## src/ptre_pkg.sv

```systemverilog
// ----------------------------------------------------------------------------
// ptre_pkg: shared types and constants
// Transaction payload structs, field widths and opcodes for the rectangle edge
// distance block.
// ----------------------------------------------------------------------------
package ptre_pkg;

  localparam int unsigned MAX_RECTS_DEF = 16;
  localparam int unsigned COORD_W       = 16;
  localparam int unsigned DIST_W        = 21;
  localparam int unsigned CNT_W         = 5;

  localparam logic OP_WRITE = 1'b0;
  localparam logic OP_QUERY = 1'b1;

  typedef struct packed {
    logic        opcode;
    logic [3:0]  slot;
    logic [15:0] rect_x;
    logic [15:0] rect_y;
    logic [15:0] rect_w;
    logic [15:0] rect_h;
    logic [15:0] point_x;
    logic [15:0] point_y;
  } in_item_t;

  typedef struct packed {
    logic [20:0] distance;
    logic        found;
  } out_item_t;

endpackage

```

## src/ptre_ram.sv

```systemverilog
// ----------------------------------------------------------------------------
// ptre_ram: generic simple dual-port RAM
// One write port and one read port with registered read data.
// ----------------------------------------------------------------------------
module ptre_ram #(
  parameter int unsigned WIDTH = 64,
  parameter int unsigned DEPTH = 16
) (
  input  logic                     clk,
  input  logic                     we,
  input  logic [$clog2(DEPTH)-1:0] waddr,
  input  logic [WIDTH-1:0]         wdata,
  input  logic [$clog2(DEPTH)-1:0] raddr,
  output logic [WIDTH-1:0]         rdata
);

  logic [WIDTH-1:0] mem [DEPTH];

  // Write port and registered read port.
  always_ff @(posedge clk) begin
    if (we) begin
      mem[waddr] <= wdata;
    end
    rdata <= mem[raddr];
  end

endmodule

```

## src/point_to_rectangle_edge_distance.sv

```systemverilog
// ----------------------------------------------------------------------------
// point_to_rectangle_edge_distance
// Minimum distance from a point to the edges of a table of rectangles.
// ----------------------------------------------------------------------------
// Usage: write transactions (opcode 0) store one rectangle in the table at
// slot when they are accepted. They give no result and pass through S_WR.
// Query transactions (opcode 1) carry a point. The block walks all the edges
// of each of the first n = min(rect_count, MAX_RECTS) entries and returns one
// result with the minimum distance in Q17.4, or all ones with found = 0 when
// no edge qualifies.
// From acceptance to out_valid a query goes through these steps: per rectangle
// a table read, a load and then an edge step for each edge on shared squarers
// and compare logic, then a final count check, a bit-serial square root that
// builds a 22-bit root, and the fill of the output register. in_ready is low
// while a transaction is being worked on and returns as the result enters the
// output register, so a new query is accepted only after the last one has its
// result there. The result waits in the output register until taken. A later
// query that finishes while it is still full holds in its last step with in_ready low.
// Reset clears rect_count and the control state; table entries are undefined
// until written. cfg_we may be raised only while the block is idle.
// ----------------------------------------------------------------------------
module point_to_rectangle_edge_distance
  import ptre_pkg::*;
#(
  parameter int unsigned MAX_RECTS = MAX_RECTS_DEF
) (
  input  logic             clk,
  input  logic             rst_n,
  input  logic             in_valid,
  output logic             in_ready,
  input  in_item_t         in_data,
  output logic             out_valid,
  input  logic             out_ready,
  output out_item_t        out_data,
  input  logic             cfg_we,
  input  logic [CNT_W-1:0] cfg_data
);

  localparam int unsigned AW = (MAX_RECTS > 1) ? $clog2(MAX_RECTS) : 1;
  localparam int unsigned IW = $clog2(MAX_RECTS + 1);

  typedef enum logic [6:0] {
    S_IDLE  = 7'b0000001,
    S_RD    = 7'b0000010,
    S_LOAD  = 7'b0000100,
    S_EDGE  = 7'b0001000,
    S_SQRT  = 7'b0010000,
    S_OUT   = 7'b0100000,
    S_WR    = 7'b1000000
  } state_t;

  state_t state_r, state_nxt;

  logic [CNT_W-1:0] rect_count_r;
  logic [IW-1:0]    n_lim;
  logic [IW-1:0]    idx_r, idx_nxt;
  logic [1:0]       edge_r, edge_nxt;
  logic [15:0]      px_r, py_r;
  logic [17:0]      x0_r, y0_r, x1_r, y1_r;
  logic [15:0]      w_r, h_r;
  logic             found_r, found_nxt;
  logic [34:0]      best_r, best_nxt;
  logic [23:0]      rem_r, rem_nxt;
  logic [21:0]      root_r, root_nxt;
  logic [4:0]       step_r, step_nxt;
  logic [43:0]      val_r, val_nxt;
  out_item_t        out_r;
  logic             out_valid_r;
  logic [63:0]      rdata;
  logic             we;
  logic [AW-1:0]    raddr;

  // Effective count clamps at the table depth.
  always_comb begin
    if (32'(rect_count_r) > MAX_RECTS) begin
      n_lim = IW'(MAX_RECTS);
    end else begin
      n_lim = IW'(rect_count_r);
    end
  end

  // A write transaction goes into the table at the edge that accepts it.
  assign we    = (state_r == S_IDLE) && in_valid && (in_data.opcode == OP_WRITE) &&
                 (32'(in_data.slot) < MAX_RECTS);
  assign raddr = idx_r[AW-1:0];

  ptre_ram #(.WIDTH(64), .DEPTH(MAX_RECTS)) u_table (
    .clk  (clk),
    .we   (we),
    .waddr(AW'(in_data.slot)),
    .wdata({in_data.rect_x, in_data.rect_y, in_data.rect_w, in_data.rect_h}),
    .raddr(raddr),
    .rdata(rdata)
  );

  // Edge geometry: start corner a, along-axis offset and span.
  logic signed [18:0] ox, oy, along, perp;
  logic        [16:0] span;
  logic signed [18:0] num;
  logic        [37:0] s_perp, s_corner;
  logic        [37:0] s_edge;
  logic               qual;

  always_comb begin
    unique case (edge_r)
      2'd0: begin
        ox = 19'(signed'({1'b0, px_r})) - 19'(signed'({1'b0, x0_r}));
        oy = 19'(signed'({1'b0, py_r})) - 19'(signed'({1'b0, y0_r}));
        num = ox; span = {1'b0, w_r}; perp = oy; along = ox;
      end
      2'd1: begin
        ox = 19'(signed'({1'b0, px_r})) - 19'(signed'({1'b0, x1_r}));
        oy = 19'(signed'({1'b0, py_r})) - 19'(signed'({1'b0, y0_r}));
        num = oy; span = {1'b0, h_r}; perp = ox; along = oy;
      end
      2'd2: begin
        ox = 19'(signed'({1'b0, px_r})) - 19'(signed'({1'b0, x1_r}));
        oy = 19'(signed'({1'b0, py_r})) - 19'(signed'({1'b0, y1_r}));
        num = -ox; span = {1'b0, w_r}; perp = oy; along = ox;
      end
      default: begin
        ox = 19'(signed'({1'b0, px_r})) - 19'(signed'({1'b0, x0_r}));
        oy = 19'(signed'({1'b0, py_r})) - 19'(signed'({1'b0, y1_r}));
        num = -oy; span = {1'b0, h_r}; perp = ox; along = oy;
      end
    endcase
    s_perp   = 38'(perp * perp);
    s_corner = 38'(along * along) + s_perp;
    // Sign of num matches sign of num*|d|; compare against span equals num>den.
    if (span == 17'd0 || num < 0) begin
      qual = 1'b1; s_edge = s_corner;
    end else if (num > 19'(signed'({2'b0, span}))) begin
      qual = 1'b0; s_edge = s_perp;
    end else begin
      qual = 1'b1; s_edge = s_perp;
    end
  end

  // Bit-serial square root trial.
  logic [25:0] trial;
  logic [25:0] cur;
  always_comb begin
    cur   = {rem_r, val_r[43:42]};
    trial = {2'b00, root_r, 2'b01};
  end

  // Sequencer.
  always_comb begin
    state_nxt = state_r;
    idx_nxt   = idx_r;
    edge_nxt  = edge_r;
    found_nxt = found_r;
    best_nxt  = best_r;
    rem_nxt   = rem_r;
    root_nxt  = root_r;
    step_nxt  = step_r;
    val_nxt   = val_r;
    unique case (state_r)
      S_IDLE: begin
        if (in_valid) begin
          if (in_data.opcode == OP_QUERY) begin
            state_nxt = S_RD;
            idx_nxt   = '0;
            found_nxt = 1'b0;
          end else begin
            state_nxt = S_WR;
          end
        end
      end
      S_WR: state_nxt = S_IDLE;
      S_RD: begin
        if (idx_r >= n_lim) begin
          state_nxt = S_SQRT;
          rem_nxt   = '0;
          root_nxt  = '0;
          step_nxt  = '0;
          val_nxt   = {1'b0, best_r, 8'd0};
        end else begin
          state_nxt = S_LOAD;
        end
      end
      S_LOAD: begin
        state_nxt = S_EDGE;
        edge_nxt  = 2'd0;
      end
      S_EDGE: begin
        // Squared distances fit in 35 bits (at most 2 * 131070^2).
        if (qual && (!found_r || s_edge < 38'(best_r))) begin
          best_nxt  = 35'(s_edge);
          found_nxt = 1'b1;
        end
        edge_nxt = edge_r + 2'd1;
        if (edge_r == 2'd3) begin
          state_nxt = S_RD;
          idx_nxt   = idx_r + IW'(1);
        end
      end
      S_SQRT: begin
        val_nxt = {val_r[41:0], 2'b00};
        if (cur >= trial) begin
          rem_nxt  = 24'(cur - trial);
          root_nxt = {root_r[20:0], 1'b1};
        end else begin
          rem_nxt  = 24'(cur);
          root_nxt = {root_r[20:0], 1'b0};
        end
        step_nxt = step_r + 5'd1;
        if (step_r == 5'd21) begin
          state_nxt = S_OUT;
        end
      end
      S_OUT: begin
        if (!out_valid_r) begin
          state_nxt = S_IDLE;
        end
      end
      default: state_nxt = S_IDLE;
    endcase
  end

  // Registers.
  always_ff @(posedge clk) begin
    if (!rst_n) begin
      state_r      <= S_IDLE;
      rect_count_r <= '0;
      out_valid_r  <= 1'b0;
      found_r      <= 1'b0;
    end else begin
      state_r <= state_nxt;
      found_r <= found_nxt;
      if (cfg_we) begin
        rect_count_r <= cfg_data;
      end
      if (state_r == S_OUT && !out_valid_r) begin
        out_valid_r <= 1'b1;
      end else if (out_ready) begin
        out_valid_r <= 1'b0;
      end
    end
  end

  // Datapath registers need no reset.
  always_ff @(posedge clk) begin
    idx_r  <= idx_nxt;
    edge_r <= edge_nxt;
    best_r <= best_nxt;
    rem_r  <= rem_nxt;
    root_r <= root_nxt;
    step_r <= step_nxt;
    val_r  <= val_nxt;
    if (state_r == S_IDLE) begin
      px_r <= in_data.point_x;
      py_r <= in_data.point_y;
    end
    if (state_r == S_LOAD) begin
      x0_r <= {2'b0, rdata[63:48]};
      y0_r <= {2'b0, rdata[47:32]};
      w_r  <= rdata[31:16];
      h_r  <= rdata[15:0];
      x1_r <= {2'b0, rdata[63:48]} + {2'b0, rdata[31:16]};
      y1_r <= {2'b0, rdata[47:32]} + {2'b0, rdata[15:0]};
    end
    // A root above the 21-bit range saturates to all ones.
    if (state_r == S_OUT && !out_valid_r) begin
      out_r.found    <= found_r;
      out_r.distance <= (found_r && !root_r[21]) ? root_r[20:0] : '1;
    end
  end

  assign in_ready  = (state_r == S_IDLE);
  assign out_valid = out_valid_r;
  assign out_data  = out_r;

endmodule

```

## config.mk

```make
export PLATFORM = sky130hd
export DESIGN_NAME = point_to_rectangle_edge_distance
export DESIGN_NICKNAME = d
export VERILOG_FILES = /design/src/ptre_pkg.sv /design/src/ptre_ram.sv /design/src/point_to_rectangle_edge_distance.sv
export SDC_FILE = /design/constraint.sdc
export NUM_CORES = 2
export LEC_CHECK = 0
export ABC_AREA = 1
export BUFFER_PORTS_ARGS = -buffer_cell sky130_fd_sc_hd__buf_2
export CORE_ASPECT_RATIO = 0.75
export CORE_MARGIN = 1
export CORE_UTILIZATION = 50
export DETAILED_ROUTE_END_ITERATION = 10
export GPL_TIMING_DRIVEN = 0
export PLACE_DENSITY = 0.66
export SYNTH_ARGS = -nofsm -noshare
export SYNTH_HDL_FRONTEND = slang
export SYNTH_SLANG_ARGS = --single-unit
```

## constraint.sdc

```tcl
create_clock -name clk -period 38.1 [get_ports clk]
set_input_delay 5.715 -clock clk [delete_from_list [all_inputs] [get_ports clk]]
set_output_delay 5.715 -clock clk [all_outputs]
set_load 0.01 [all_outputs]
```

==> flow_metrics.env <==
export IMPL_drt_iter0_markers=8154
export IMPL_crit_slowest_cell="clkbuf_1"
export IMPL_syn_inst=7971
export IMPL_port_buffers=133
export IMPL_grt_pass1_vias=60650
export IMPL_cts_buffer_depth=3
export IMPL_synth_top_area_share_pct=45.46
export IMPL_crit_type="reg -> reg"
export IMPL_avgSynthCellArea_sq_um=10.81
export IMPL_fin_crit_ns=18.66
export IMPL_synth_main_ff_cell="edfxtp_1"
export IMPL_timing_final_crit_share_pct=48.98
export IMPL_end_kind="register"
export IMPL_cpMostUsedCell="fa_1"
export IMPL_grt_first_pass_wirelength_mm=390.6
export IMPL_cts_resized=0
export IMPL_critPathArrivalTime_ns=19.14
export IMPL_cts_tree="yes"
export IMPL_clockRootBuffer="clkbuf_16"
export IMPL_vias=61600
export IMPL_first_pass_iters=9
export IMPL_rrSetupSlack_ns=19.44
export IMPL_maxSlewHeadroom_pct=-3.678
export IMPL_htree_levels=4
export IMPL_placed_cell_area_sq_um=90960
export IMPL_clkTransAtPathRegs_ns=0.06
export IMPL_grt_usage_pct=30.70
export IMPL_synthDistinctLibCells=61
export IMPL_slew_violations=21
export IMPL_synthArstFlopShare_pct=0
export IMPL_cts_made_buffers=135
export IMPL_synth_top_cells_by_area="edfxtp_1 45%, fa_1 17%, ha_1 6.2%"
export IMPL_critPathLaunchType="register"
export IMPL_grt_max_degree=63
export IMPL_drt_vias_per_instance=5.769
export IMPL_cap_violations=2
export IMPL_ff2ff_path_depth=61
export IMPL_violations="capacitance limit, slew limit"
export IMPL_hold_viol=0
export IMPL_postCtsHoldBufs=0
export IMPL_initial_core_util_pct=50.52
export IMPL_max_stage_delay_ns=0.79
export IMPL_netlist_area_sq_um=86210
export IMPL_routedWlPerCell_um=24.96
export IMPL_worst_pin_slew_ns=1.545
export IMPL_setup_violations=0
export IMPL_grt_antenna_before_repair=16
export IMPL_wl_mm=266.5
export IMPL_cp_max_fo=22
export IMPL_ant_nets=0
export IMPL_hp_class="reg -> reg"
export IMPL_fmaxAchievable_ghz=0.05359
export IMPL_die_h_um=361.6
export IMPL_hpwlAfterDp_mm=206.1
export IMPL_gp_congestion=0.9717
export IMPL_syn_nets=9230
export IMPL_die_x_um=481.5
export IMPL_cp_required_ns=38.58
export IMPL_whs_ns=0.4424
export IMPL_drive_gt1_share_pct=5.852
export IMPL_skew_ns=0.03500
export IMPL_synth_seq_cells=1383
export IMPL_outcome="finished, violations left"
export IMPL_syn2layout_area_growth_pct=10.61
export IMPL_worstReg2RegStart="edge_r[0]"
export IMPL_grt_setup_unrepaired="no"
export IMPL_worst_skew_pair_late_latency_ns=0.77
export IMPL_drc_errors=0
export IMPL_grt_ovfl_total=0
export IMPL_io_pins=135
export IMPL_crit_path_start="edge_r[0]"
export IMPL_core_sq_um=170600
export IMPL_final_area_sq_um=95350
export IMPL_cp_endpoint="best_r[31]"
export IMPL_yosysMostFrequentCell="edfxtp_1"
export IMPL_post_cts_buffers=0
export IMPL_clock_sinks=1383
export IMPL_ys_seq_area_share_pct=47.27
export IMPL_yosys_area_top_type="edfxtp_1"
export IMPL_die_area_sq_um=174100
export IMPL_post_route_util_pct=55.88
export IMPL_synthTopCellsByCount="1305 x edfxtp_1, 1302 x inv_1, 1018 x nor2_1, 992 x nand2_1, 722 x fa_1"
export IMPL_synth_edf_count=1305
export IMPL_fin_setup_tns_ns=0
export IMPL_r2r_end="best_r[31]"
export IMPL_yosys_warnings=0
export IMPL_row_count=131
export IMPL_nNetsFinal=9554
-- logic make-up after synthesis --
| family | after synthesis | synth area share (%) |
|---|---|---|
| AOI/OAI and AO/OA | 1146 | 8.283 |
| muxes | 121 | 1.405 |
| and+or+nand+nor | 2384 | 11.16 |
| adders and majority gates | 1148 | 22.95 |
| xor gates and xnor gates | 182 | 1.867 |
| DFF | 1383 | 47.27 |
| buffers and inverters | 1607 | 7.067 |
-- worst min-delay path by stage --
stage,slack (ns),endpoint,startpoint,cells after the start
final,0.44,x0_r[3],u_table.rdata[51],0
after global routing,0.45,y0_r[12],u_table.rdata[44],0
after CTS,0.44,x0_r[3],u_table.rdata[51],0
after detailed placement,0.42,x0_r[3],u_table.rdata[51],0
after global placement,0.43,x0_r[3],u_table.rdata[51],0
after floorplan,0.41,x0_r[0],u_table.rdata[48],0
-- cells in the final DEF (no fill, tap or decap), types with 11 or more instances in the layout --
cell type / instances
a21oi_1: 256
nand2_1: 991
o21ai_0: 445
dfxtp_1: 78
o2111ai_1: 11
xnor2_1: 58
buf_1: 22
nand3b_1: 12
a211oi_1: 12
o32ai_1: 151
fa_1: 722
o211ai_1: 32
nand3_1: 224
clkbuf_1: 274
nor3_1: 35
edfxtp_1: 1305
nor2_4: 19
nand4_1: 39
o21ai_1: 22
xor2_1: 122
buf_12: 40
o21bai_1: 18
o221ai_1: 114
nand2_2: 15
o21a_1: 14
mux2i_1: 121
inv_1: 1302
a31oi_1: 18
ha_1: 426
a21o_1: 22
nor2_1: 999
clkinv_2: 19
clkbuf_16: 138
buf_2: 151
clkinv_1: 32
-- final cells by class --
type                       instances  area, sq um
inverter                        1320         4955
antenna                           10        25.02
clock inverter                    68        673.1
tap                             2261         2829
clock buffer                     181         3695
multi-input combinational       4981        39530
buffer                           287         1139
timing repair buffer             187         1755
sequential                      1383        40750
fill                           14380        75280
-- per-layer routing --
| metal | track usage (%) | routed length [um] |
|---|---|---|
| met4 | 7.711 | 7131 |
| met1 | 47.26 | 117600 |
| met3 | 10.35 | 37600 |
| met5 | 0 | 25 |
| met2 | 41.01 | 104100 |
-- flip-flops by register name, summed over array words and instances (netlist names), 17 cells and up --
register,flops
u_table.mem,1024
val_r,36
u_table.rdata,64
best_r,35
rem_r,24
out_data,22
x1_r,17
y1_r,17
root_r,22
-- stage by stage --
step,instances,setup WS [ns]
after detailed placement,10420,19.81
after global placement,10370,17.85
final,10680,19.44
after global routing,10670,18.55
after CTS,10670,19.78
after floorplan,7971,23.12
-- worst max-delay path: cells and delay by family, from the launching register on --
family                     cells  cell delay (ns)
AOI/OAI and AO/OA             12             2.86
xor gates and xnor gates       2             0.81
adders and majority gates     17             7.30
buffers and inverters         16             3.75
DFF                            1             0.46
and+or+nand+nor               14             3.10
Power is left out: the tool's default activity adds up to more than one toggle a clock period on the data nets, which glitch-free logic cannot reach.
